### config.mk
export PLATFORM = sky130hd
export DESIGN_NAME = cet_ctrl
export DESIGN_NICKNAME = d
export VERILOG_FILES = /design/src/hdl/assert_macros.svh /design/src/hdl/cet_pkg.sv /design/src/hdl/cet_ctrl.sv
export SDC_FILE = /design/constraint.sdc
export NUM_CORES = 1
export LEC_CHECK = 0
export ABC_AREA = 1
export BUFFER_PORTS_ARGS = -buffer_cell sky130_fd_sc_hd__buf_2
export CORE_AREA = 3 3 40 42
export CTS_CLUSTER_DIAMETER = 50
export CTS_CLUSTER_SIZE = 30
export DETAILED_ROUTE_END_ITERATION = 12
export DIE_AREA = 0 0 43 45
export SYNTH_ARGS = -nofsm -noshare
export SYNTH_HDL_FRONTEND = slang
export SYNTH_SLANG_ARGS = --single-unit
### constraint.sdc
create_clock -name clk -period 3.5 [get_ports clk]
set_clock_uncertainty 0.2 [all_clocks]
set_input_delay 0.7 -clock clk [delete_from_list [all_inputs] [get_ports clk]]
set_output_delay 0.7 -clock clk [all_outputs]
set_load 0.02 [all_outputs]
### src/hdl/assert_macros.svh
// Assertion macros shared by the credential expiry table RTL.
// Define ASSERT_OFF to compile every check away.
`ifndef ASSERT_MACROS_SVH
`define ASSERT_MACROS_SVH

`ifndef ASSERT_OFF

`define ASSERT_IMP(lbl, clk, rst_n, ante, cons) \
  lbl: assert property (@(posedge clk) disable iff (!rst_n) (ante) |-> (cons)) \
    else $error("assertion failed: ante |-> cons");

`define ASSERT_NEXT(lbl, clk, rst_n, ante, cons) \
  lbl: assert property (@(posedge clk) disable iff (!rst_n) (ante) |=> (cons)) \
    else $error("assertion failed: ante |=> cons");

`else

`define ASSERT_IMP(lbl, clk, rst_n, ante, cons)
`define ASSERT_NEXT(lbl, clk, rst_n, ante, cons)

`endif

`endif

### src/hdl/cet_pkg.sv
// Shared constants, status codes and controller/datapath command types
// for the credential expiry table. No dependencies.
package cet_pkg;

  localparam int ENTRIES    = 32;
  localparam int NAME_BYTES = 32;

  // Bytes of a name that can be significant; the last one is always the terminator
  localparam int KEY_BYTES = NAME_BYTES - 1;
  localparam int KEY_W     = KEY_BYTES * 8;

  localparam int IDX_W = (ENTRIES > 1) ? $clog2(ENTRIES) : 1;
  localparam int CNT_W = $clog2(ENTRIES + 1);

  localparam int HASH_W = 64;
  localparam int DAY_W  = 32;

  // Input tdata layout, lowest bit first
  localparam int NAME_LSB    = 0;
  localparam int HASH_LSB    = 248;
  localparam int CHANGE_LSB  = 312;
  localparam int LIFE_LSB    = 344;
  localparam int TODAY_LSB   = 376;
  localparam int IN_TDATA_W  = 408;

  localparam int STATUS_W    = 3;
  localparam int OUT_TDATA_W = 8;

  localparam logic KIND_SET   = 1'b0;
  localparam logic KIND_CHECK = 1'b1;

  localparam logic [STATUS_W-1:0] STS_OK        = 3'd0;
  localparam logic [STATUS_W-1:0] STS_ZERO_HASH = 3'd1;
  localparam logic [STATUS_W-1:0] STS_FULL      = 3'd2;
  localparam logic [STATUS_W-1:0] STS_MISMATCH  = 3'd3;
  localparam logic [STATUS_W-1:0] STS_EXPIRED   = 3'd4;
  localparam logic [STATUS_W-1:0] STS_NO_RECORD = 3'd5;

  typedef struct packed {
    logic [KEY_W-1:0]  key;
    logic [HASH_W-1:0] hash;
    logic [DAY_W-1:0]  change_day;
    logic [DAY_W-1:0]  lifetime;
  } rec_t;

  typedef struct packed {
    logic load;    // capture the input item
    logic canon;   // build the key, clear scan results
    logic scan;    // walk the table
    logic finish;  // decide, write back, post the result
  } dp_cmd_t;

  typedef struct packed {
    logic scan_done;
    logic out_free;
  } dp_sts_t;

endpackage

### src/hdl/cet_ctrl.sv
// Controller state machine for the credential expiry table.
// Uses cet_pkg; drives the datapath command struct.
module cet_ctrl (
  input  logic              clk,
  input  logic              rst_n,
  input  logic              in_tvalid,
  output logic              in_tready,
  input  cet_pkg::dp_sts_t  sts,
  output cet_pkg::dp_cmd_t  cmd
);
  import cet_pkg::*;

  localparam logic [1:0] ST_IDLE   = 2'd0;
  localparam logic [1:0] ST_CANON  = 2'd1;
  localparam logic [1:0] ST_SCAN   = 2'd2;
  localparam logic [1:0] ST_DECIDE = 2'd3;

  logic [1:0] state_r;
  logic [1:0] state_nxt;

  // take no item while reset is held
  assign in_tready = rst_n && (state_r == ST_IDLE);

  always_comb begin
    state_nxt  = state_r;
    cmd        = '0;
    case (state_r)
      ST_IDLE: begin
        if (in_tvalid) begin
          cmd.load  = 1'b1;
          state_nxt = ST_CANON;
        end
      end
      ST_CANON: begin
        cmd.canon = 1'b1;
        state_nxt = ST_SCAN;
      end
      ST_SCAN: begin
        cmd.scan = 1'b1;
        if (sts.scan_done) begin
          state_nxt = ST_DECIDE;
        end
      end
      ST_DECIDE: begin
        // hold until the output register can take the result
        if (sts.out_free) begin
          cmd.finish = 1'b1;
          state_nxt  = ST_IDLE;
        end
      end
      default: begin
        state_nxt = ST_IDLE;
      end
    endcase
  end

  always_ff @(posedge clk) begin
    if (!rst_n) begin
      state_r <= ST_IDLE;
    end else begin
      state_r <= state_nxt;
    end
  end

endmodule

# == After elaboration in Yosys (flattened, before gate mapping) ==
# Cells that the tools add are included.
# op_classes
eq_ne,6
mux,10
n_reduce_logical,3
# op_table
op,count
one-hot mux 2 bit (4 select lines),1
two-way mux 1 bit,6
two-way mux 2 bit,3
!= test 2 bit (second input constant),3
equality test 2 bit (second input constant),2
AND reduction 3 bit,1
equality test 2 x 1 -> 1 bit (second input constant),1
logical NOT 2 bit,1
logical AND 1 bit,1
# word_totals
regBits,2
output_inout_bits,5

# == Logic depth before layout (Yosys ltp) ==
# Gate-level depths: netlist of the first run.
# logic_depth
word_depth,3
mapped_depth,7
ltp_nobuf,7

# == Least setup slack after synthesis of the first run ==
# OpenSTA, ideal clock, no wires.
# synth_timing
path_type,input to output
from,input port in_tvalid
to,output port cmd[3] (netlist name)
arrival_ps,874
required_time_ps,2600
path_slack_ps,1726
path_stages,2
cell_sequence,nand2_1 -> inv_1
# synth_lines
element,line,rtl
"start, declared",cet_ctrl.sv:6,"input logic in_tvalid,"
"end, declared",cet_ctrl.sv:9,output cet_pkg::dp_cmd_t cmd

# == Worst setup path after layout of the first run ==
# layout_timing
from,register state_r[0]
to,output port in_tready
# layout_between
elab_chain_cells,2
# layout_lines
element,line,rtl
"start, declared",cet_ctrl.sv:18,logic [1:0] state_r;
"start signal, assigned",cet_ctrl.sv:61,state_r <= state_nxt;
logical NOT 2 bit,cet_ctrl.sv:22,assign in_tready = rst_n && (state_r == ST_IDLE);
logical AND 1 bit,cet_ctrl.sv:22,
"end, declared",cet_ctrl.sv:7,"output logic in_tready,"
# Every way passes these cells.

==> results of run 1 <==
worst register-to-register path, stage by stage (launching register included):
cell     delay [ns]
dfxtp_1        0.34
inv_1          0.09
ha_1           0.22
or2_2          0.27
nor2_1         0.11
nor2_1         0.05
power by group through the flow:
stage	sequential [W]	combinational (W)	clock (W)
finish	0.0000431	0.000152	0.0000521
global placement	0.0000436	0.000154	0
detailed placement	0.0000438	0.000156	0
global route	0.0000453	0.000175	0.0000596
floorplan	0.0000424	0.000121	0
CTS	0.0000435	0.000156	0.0000559
per-layer routing:
layer / share of wire / up-vias / routed length (um)
li1: - / 111 / -
met1: 0.45 / 77 / 172
met2: 0.46 / 6 / 176
met3: 0.086 / 0 / 33
met4: 0 / 0 / 0
met5: 0 / - / 0
path summary, 6_finish.rpt:
kind	startpoint	cells after the start	to	slack, ns
max	state_r[0]$_SDFFE_PN0P_	5	in_tready	1.46
min	state_r[1]$_SDFFE_PN0P_	4	state_r[1]$_SDFFE_PN0P_	0.42
max reg2reg	state_r[0]$_SDFFE_PN0P_	5	state_r[0]$_SDFFE_PN0P_	2.10
min reg2reg	state_r[1]$_SDFFE_PN0P_	4	state_r[1]$_SDFFE_PN0P_	0.42
cell usage after synthesis (all sizes together):
| cell | number |
|---|---|
| ha | 5 |
| or2 | 1 |
| nand2 | 10 |
| nand3 | 1 |
| inv | 8 |
| dfxtp | 2 |
| nor2 | 4 |
cell type report:
cell class,instances,area [um^2]
clock buffers,3,22.5
fillers,141,995
inverters,8,30.0
multi-input cells,21,134
flip-flops and latches,2,40.0
well taps,15,18.8
repair buffers,9,45.0
per-stage QoR:
step	instance area, um^2	setup slack (ns)	total power [W]	cells	hold WS [ns]
after CTS	290	1.43	0.000255	58	0.423
after global routing	290	1.38	0.000280	58	0.491
final	290	1.46	0.000247	58	0.416
after global placement	268	1.55	0.000198	55	0.417
after detailed placement	268	1.55	0.000199	55	0.417
after floorplan	204	1.73	0.000163	31	0.377
kinds of logic (layout without fill, tap and decap cells):
family	Yosys count	count (layout)	synth area share
fa+ha+maj	5	5	0.307
buf+inv	8	20	0.147
simple gates	16	16	0.350
flops	2	2	0.196
==> flow_summary.ini, run 1 <==
[timing]
hold_viol_final = 0
fin_tns_setup_ns = 0
relSlewSlack = 0.915
max_clock_freq_mhz = 491
finalCritPeriodShare = 0.582
setup_violations = 0
period_needed_ns = 2.04
drv_slew = 0
tightest_slew_ns = 0.127
rsz0062_at_grt = false

[clocking]
clock-root-buffer = clkbuf_4
clockBufferDepth = 2
worst_skew_pair.late_latency_ns = 0.23
path_clk_slew_ns = 0.03
hold_buffers = 0
cts_buffers = 3
cts.htree.levels = 1
cts_resized = 0
cts_tree = built
postCtsSetupBuffers = 0
cts_sinks = 2

[setup_path]
cp_top_family = flip-flops
max_stage_delay_ns = 0.34
crit_top_cell = inv_1
critical_path.max_fanout = 4
startpoint_type = register
arrival_ns = 1.14
critPathRequiredTime_ns = 2.60
endpoint_kind = output pin
crit_buf_inv = 3
critPathKind = reg -> out
crit_slowest_cell = dfxtp_1
crit_chain = inv_1 > ha_1 > nand2_1 > inv_1 > buf_2

[yosys]
synth_cell_types = 8
yosysTopAreaCell = ha_1
synthCells = 31
seq_area_frac_synth = 0.196
synth_area_um2 = 204
synth_nets = 41
ys_warn_count = 0
synth.area.top_cells = ha_1 (31%), dfxtp_1 (20%), nand2_1 (17%), inv_1 (15%), nor2_1 (7.4%)
yosys.area.top_type_share = 0.307
syn_avg_cell_area_um2 = 6.58
ys_seq_elements = 2

[layout]
final_util = 0.226
drive_above_1_share = 0.349
final_cell_mix = nand2_1 (9), buf_2 (9), inv_1 (8)
area_growth_pct = 42.3
diodes = 0
fin_nets = 55
largest_register_ffs = 2
largest-register = state_r
reg.largest.list = state_r x2

[global_routing]
grt_pass1_wl_um = 683
overflow = 0
grtUsageMet1 = 0.0432
antenna_found_initial = 0
grt.busiest_layer = met2
grtUsageMet2 = 0.0749
grt_util_all_layers = 0.0540
grt_max_degree = 5
grt_util_met3 = 0.0398
grt_pass1_vias = 186

[place]
finalWeightedCongestion = 0.743
hpwl_um = 314
portBuffers = 9

[pwr]
leakage_nw = 0.197
cellPowerDensity_mw_per_mm2 = 850
switching_share = 0.470
switchingPower_w = 0.000116
power_frac_clock = 0.211
ir_drop_v = 0.000232
p_int_w = 0.000131
pwr-share-comb = 0.614
pwr-share-seq = 0.175

[die]
start_util = 0.159
io_pins = 10
dieArea_mm2 = 0.00194
row_count = 13
die_y_um = 45
core-area_mm2 = 0.00128
die-width_um = 43

[detailed_routing]
ant_nets = 0
drc = 0
dr_total_vias = 194
avgViaCountPerCell = 3.34
drt_iter0_drc = 2
wl_per_cell_um = 6.59
drt_pass1_iterations = 2
wl_um = 382

[outcome]
status = complete, no violations

[min_path]
hold_path_class = reg -> reg

[flow_run]
maxCapViolations = 0
Power figures use the tool's default switching activity.
==> run 2, diff against run 1 <==
- ABC_AREA: 1 -> 0
- clock period: 3.5 -> 2 ns (I/O delays scaled with it)
==> flow_summary.ini, run 2 <==
[yosys]
synth.area.top_cells = ha_1 (33%), dfxtp_1 (21%), mux2i_1 (11%), inv_1 (10%), and2_1 (6.7%)
synth_nets = 32
synth_area_um2 = 188
synth-edff-count = 0
synthCells = 22
ys_seq_elements = 2
yosysTopAreaCell = ha_1
syn_avg_cell_area_um2 = 8.53
async_reset_ff_frac = 0
seq_area_frac_synth = 0.213
ys.flop_type = dfxtp_1
ys_warn_count = 0
synth_cell_types = 9
yosys.area.top_type_share = 0.333
synth_common_cells = ha_1 (5), inv_1 (5), nand2_1 (3)

[place]
dp.cells = 46
hpwl_um = 311
place_area_um2 = 251
portBuffers = 9
finalWeightedCongestion = 0.678

[layout]
area_growth_pct = 46.0
fin_cells = 49
fill_cells = 155
fin_area_um2 = 274
reg.largest.list = state_r x2
mostFrequentLayoutCell = buf_2
largest_register_ffs = 2
diodes = 0
final_cell_mix = buf_2 (9), inv_1 (5), ha_1 (5)
largest-register = state_r
drive_above_1_share = 0.382
fin_nets = 46

[global_routing]
antenna_found_initial = 0
grt_pass1_wl_um = 690
grt_max_degree = 6
overflow = 0
grt_pass1_vias = 177
grt_util_all_layers = 0.0507

[setup_path]
crit_slowest_cell = dfxtp_1
max_stage_delay_ns = 0.38
crit_chain = inv_1 > ha_1 > and2_2 > buf_2
arrival_ns = 1.24
startpoint_type = register
r2r_slack_ns = 0.29
critPathKind = reg -> out
critical_path.max_fanout = 4
critPathRequiredTime_ns = 1.40
endpoint_kind = output pin

[timing]
fin_tns_setup_ns = 0
setup_violations = 0
period_needed_ns = 1.84
relSlewSlack = 0.684
tightest_slew_ns = 0.475
drv_slew = 0
max_clock_freq_mhz = 543
finalCritPeriodShare = 0.920
hold_viol_final = 0
hold_slack_ns = 0.277
rsz0062_at_grt = false

[die]
die-width_um = 43
io_pins = 10
row_count = 13
die_y_um = 45
core-area_mm2 = 0.00128
dieArea_mm2 = 0.00194
start_util = 0.146

[clocking]
cts.htree.levels = 1
worst_skew_pair.late_latency_ns = 0.22
path_clk_slew_ns = 0.03
hold_buffers = 0
postCtsSetupBuffers = 0
cts_sinks = 2
cts_resized = 0
cts_tree = built
cts_buffers = 3
clock-root-buffer = clkbuf_4
clockBufferDepth = 2

[outcome]
status = complete, no violations

[min_path]
hold_path_class = in -> reg

[detailed_routing]
drc = 0
wl_per_cell_um = 7.53
ant_nets = 0
drt_pass1_iterations = 4
wl_um = 369
dr_total_vias = 175
drt_iter0_drc = 3
avgViaCountPerCell = 3.57

[pwr]
leakage_nw = 0.158
cellPowerDensity_mw_per_mm2 = 1410
ir_drop_v = 0.000314

[flow_run]
maxCapViolations = 0
-- run 2: cell types whose count changed after synthesis, sizes merged, moves of 2 or more --
cell / change
nand2: -7
nor2: -4
and2: +3
inv: -3
mux2i: +2
-- run 2: where the power goes --
group | total (W) | internal [W] | switching (W)
combinational | 0.000217 | 0.0000912 | 0.000126
sequential | 0.0000808 | 0.0000599 | 0.0000209
clock | 0.0000880 | 0.0000661 | 0.0000219
total | 0.000386 | 0.000217 | 0.000169
-- run 2: area by class of cell --
| class | count | area [um^2] | share of cell area |
|---|---|---|---|
| inverter | 5 | 18.8 | 0.0685 |
| timing repair buffer | 9 | 45.0 | 0.164 |
| tap | 15 | 18.8 | 0.0685 |
| clock buffer | 3 | 22.5 | 0.0822 |
| sequential | 2 | 40.0 | 0.146 |
| multi-input combinational | 15 | 129 | 0.470 |
-- run 2: cells by family after synthesis --
logic type | after synthesis | synth area share
buffers and inverters | 5 | 0.100
AO/OA/AOI/OAI | 2 | 0.0800
flip-flops | 2 | 0.213
adder cells (fa/ha/maj) | 5 | 0.333
AND/OR/NAND/NOR | 6 | 0.167
multiplexers | 2 | 0.107
-- run 2: worst max-delay path, delay by kind of cell (launching register included) --
kind | cells | cell delay [ns]
buffers and inverters | 2 | 0.25
adders and majority gates | 1 | 0.22
DFF | 1 | 0.38
and+or+nand+nor | 1 | 0.17
-- run 2: stage by stage --
stage	power (W)	worst slack, ns	utilization
2_1_floorplan	0.000245	0.330	-
3_3_place_gp	0.000298	0.347	0.196
3_5_place_dp	0.000305	0.268	0.196
4_1_cts	0.000400	0.139	0.213
5_1_grt	0.000438	0.0770	0.213
6_report	0.000386	0.160	0.213
-- run 2: per-layer routing --
layer  GRT usage  up-vias  part of all wire
met2      0.0659        7              0.42
met3      0.0398        0              0.13
li1            -       93                 -
met4      0.0361        0                 0
met1      0.0552       75              0.44
met5           0        -                 0
-- run 2: final timing paths --
kind | startpoint | endpoint | cells after the start
worst min register to register | state_r[1]$_SDFFE_PN0P_ | state_r[1]$_SDFFE_PN0P_ | 2
worst max register to register | state_r[0]$_SDFFE_PN0P_ | state_r[0]$_SDFFE_PN0P_ | 4
worst max-delay path | state_r[0]$_SDFFE_PN0P_ | cmd[3] | 4
worst min-delay path | rst_n | state_r[1]$_SDFFE_PN0P_ | 3
==> run 3, diff against run 2 <==
- ABC_AREA: 0 -> 1
- PLACE_DENSITY_LB_ADDON: unset -> 0.15
==> flow_summary.ini, run 3 (synthesized netlist as in run 1, its figures left out) <==
[outcome]
status = complete, no violations

[die]
dieArea_mm2 = 0.00194
core-area_mm2 = 0.00128
io_pins = 10
die_y_um = 45
start_util = 0.159
die-width_um = 43
row_count = 13

[place]
hpwl_um = 330
pre_cts_ws_ns = 0.479
portBuffers = 9
finalWeightedCongestion = 0.623

[timing]
layout_setup_ws_ns = 0.268
tightest_slew_ns = 0.129
drv_slew = 0
hold_viol_final = 0
max_clock_freq_mhz = 577
setup_violations = 0
fin_tns_setup_ns = 0
rsz0062_at_grt = false
finalCritPeriodShare = 0.866
period_needed_ns = 1.73
relSlewSlack = 0.914

[setup_path]
r2r_start = state_r[0]$_SDFFE_PN0P_
critical_path.max_fanout = 4
critPathRequiredTime_ns = 1.40
arrival_ns = 1.13
critPathKind = reg -> out
startpoint_type = register
critPathLaunch = state_r[0]$_SDFFE_PN0P_
endpoint_kind = output pin

[detailed_routing]
drt_iter0_drc = 3
drc = 0
drt_pass1_iterations = 2
wl_per_cell_um = 7.07
avgViaCountPerCell = 3.22
ant_nets = 0
dr_total_vias = 187
wl_um = 410

[layout]
regArea_um2 = 40.0
reg.largest.list = state_r x2
drive_above_1_share = 0.349
area_growth_pct = 42.3
final_cell_mix = nand2_1 (9), buf_2 (9), inv_1 (8)
largest-register = state_r
diodes = 0
multi_input_area_um2 = 134
fin_nets = 55
largest_register_ffs = 2
fill_cells = 155

[clocking]
cts.htree.levels = 1
cts_tree = built
path_clk_slew_ns = 0.03
clockBufferDepth = 2
clock-root-buffer = clkbuf_4
cts_sinks = 2
postCtsSetupBuffers = 0
worst_skew_pair.late_latency_ns = 0.22
cts_buffers = 3
hold_buffers = 0
cts_resized = 0

[global_routing]
grt_util_all_layers = 0.0515
grt_pass1_wl_um = 696
overflow = 0
grt_max_degree = 5
grt_pass1_vias = 176
antenna_found_initial = 0

[min_path]
hold_path_class = in -> reg
hp-start = rst_n

[pwr]
p_int_w = 0.000228
switching_share = 0.469
pwr-share-seq = 0.178
switchingPower_w = 0.000201
leakage_nw = 0.197
power_frac_clock = 0.205
pwr-share-comb = 0.617
ir_drop_v = 0.000426
cellPowerDensity_mw_per_mm2 = 1480

[flow_run]
maxCapViolations = 0
run 3: changes by cell type in the layout (fill, tap and decap cells not counted), sizes merged, moves of 2 or more:
cell and change:
nand2 +7, inv +3, nor2 +4, mux2i -2, and2 -3
run 3: critical path, stage by stage, from the launching register on:
cell and delay [ns]:
dfxtp_1 0.34, inv_1 0.10, ha_1 0.23, nand2_1 0.06, inv_1 0.03, buf_2 0.14
run 3: layer usage:
metal / vias up / global-route usage / routed length (um)
met5: - / 0 / 0
met4: 0 / 0.0361 / 0
met3: 0 / 0.0398 / 40
met2: 5 / 0.0659 / 184
met1: 70 / 0.0576 / 185
li1: 112 / - / -
run 3: worst paths after layout:
kind | depth (start not counted) | slack (ns) | end
setup reg to reg | 5 | 0.59 | state_r[0]$_SDFFE_PN0P_
setup / recovery | 5 | 0.27 | in_tready
hold reg to reg | 4 | 0.43 | state_r[1]$_SDFFE_PN0P_
hold / removal | 3 | 0.23 | state_r[1]$_SDFFE_PN0P_
run 3: layout make-up:
| cell class | instances | area share |
|---|---|---|
| Clock buffer | 3 | 0.0776 |
| Inverter | 8 | 0.103 |
| Multi-Input combinational cell | 21 | 0.461 |
| Sequential cell | 2 | 0.138 |
| Tap cell | 15 | 0.0647 |
| Timing Repair Buffer | 9 | 0.155 |
run 3: metrics by stage:
| step | cells | cell area [um^2] | hold slack [ns] | utilization | total power, W |
|---|---|---|---|---|---|
| after floorplan | 31 | 204 | 0.320 | - | 0.000286 |
| after global placement | 55 | 268 | 0.446 | 0.208 | 0.000353 |
| after detailed placement | 55 | 268 | 0.439 | 0.208 | 0.000351 |
| after CTS | 58 | 290 | 0.224 | 0.226 | 0.000446 |
| after global routing | 58 | 290 | 0.240 | 0.226 | 0.000495 |
| final | 58 | 290 | 0.229 | 0.226 | 0.000429 |
run 3: power groups by stage:
stage	sequential, W	clock, W	combinational, W
after floorplan	0.0000743	0	0.000212
after global routing	0.0000793	0.000103	0.000313
after CTS	0.0000767	0.0000954	0.000274
final	0.0000764	0.0000881	0.000265
after detailed placement	0.0000773	0	0.000273
after global placement	0.0000781	0	0.000275
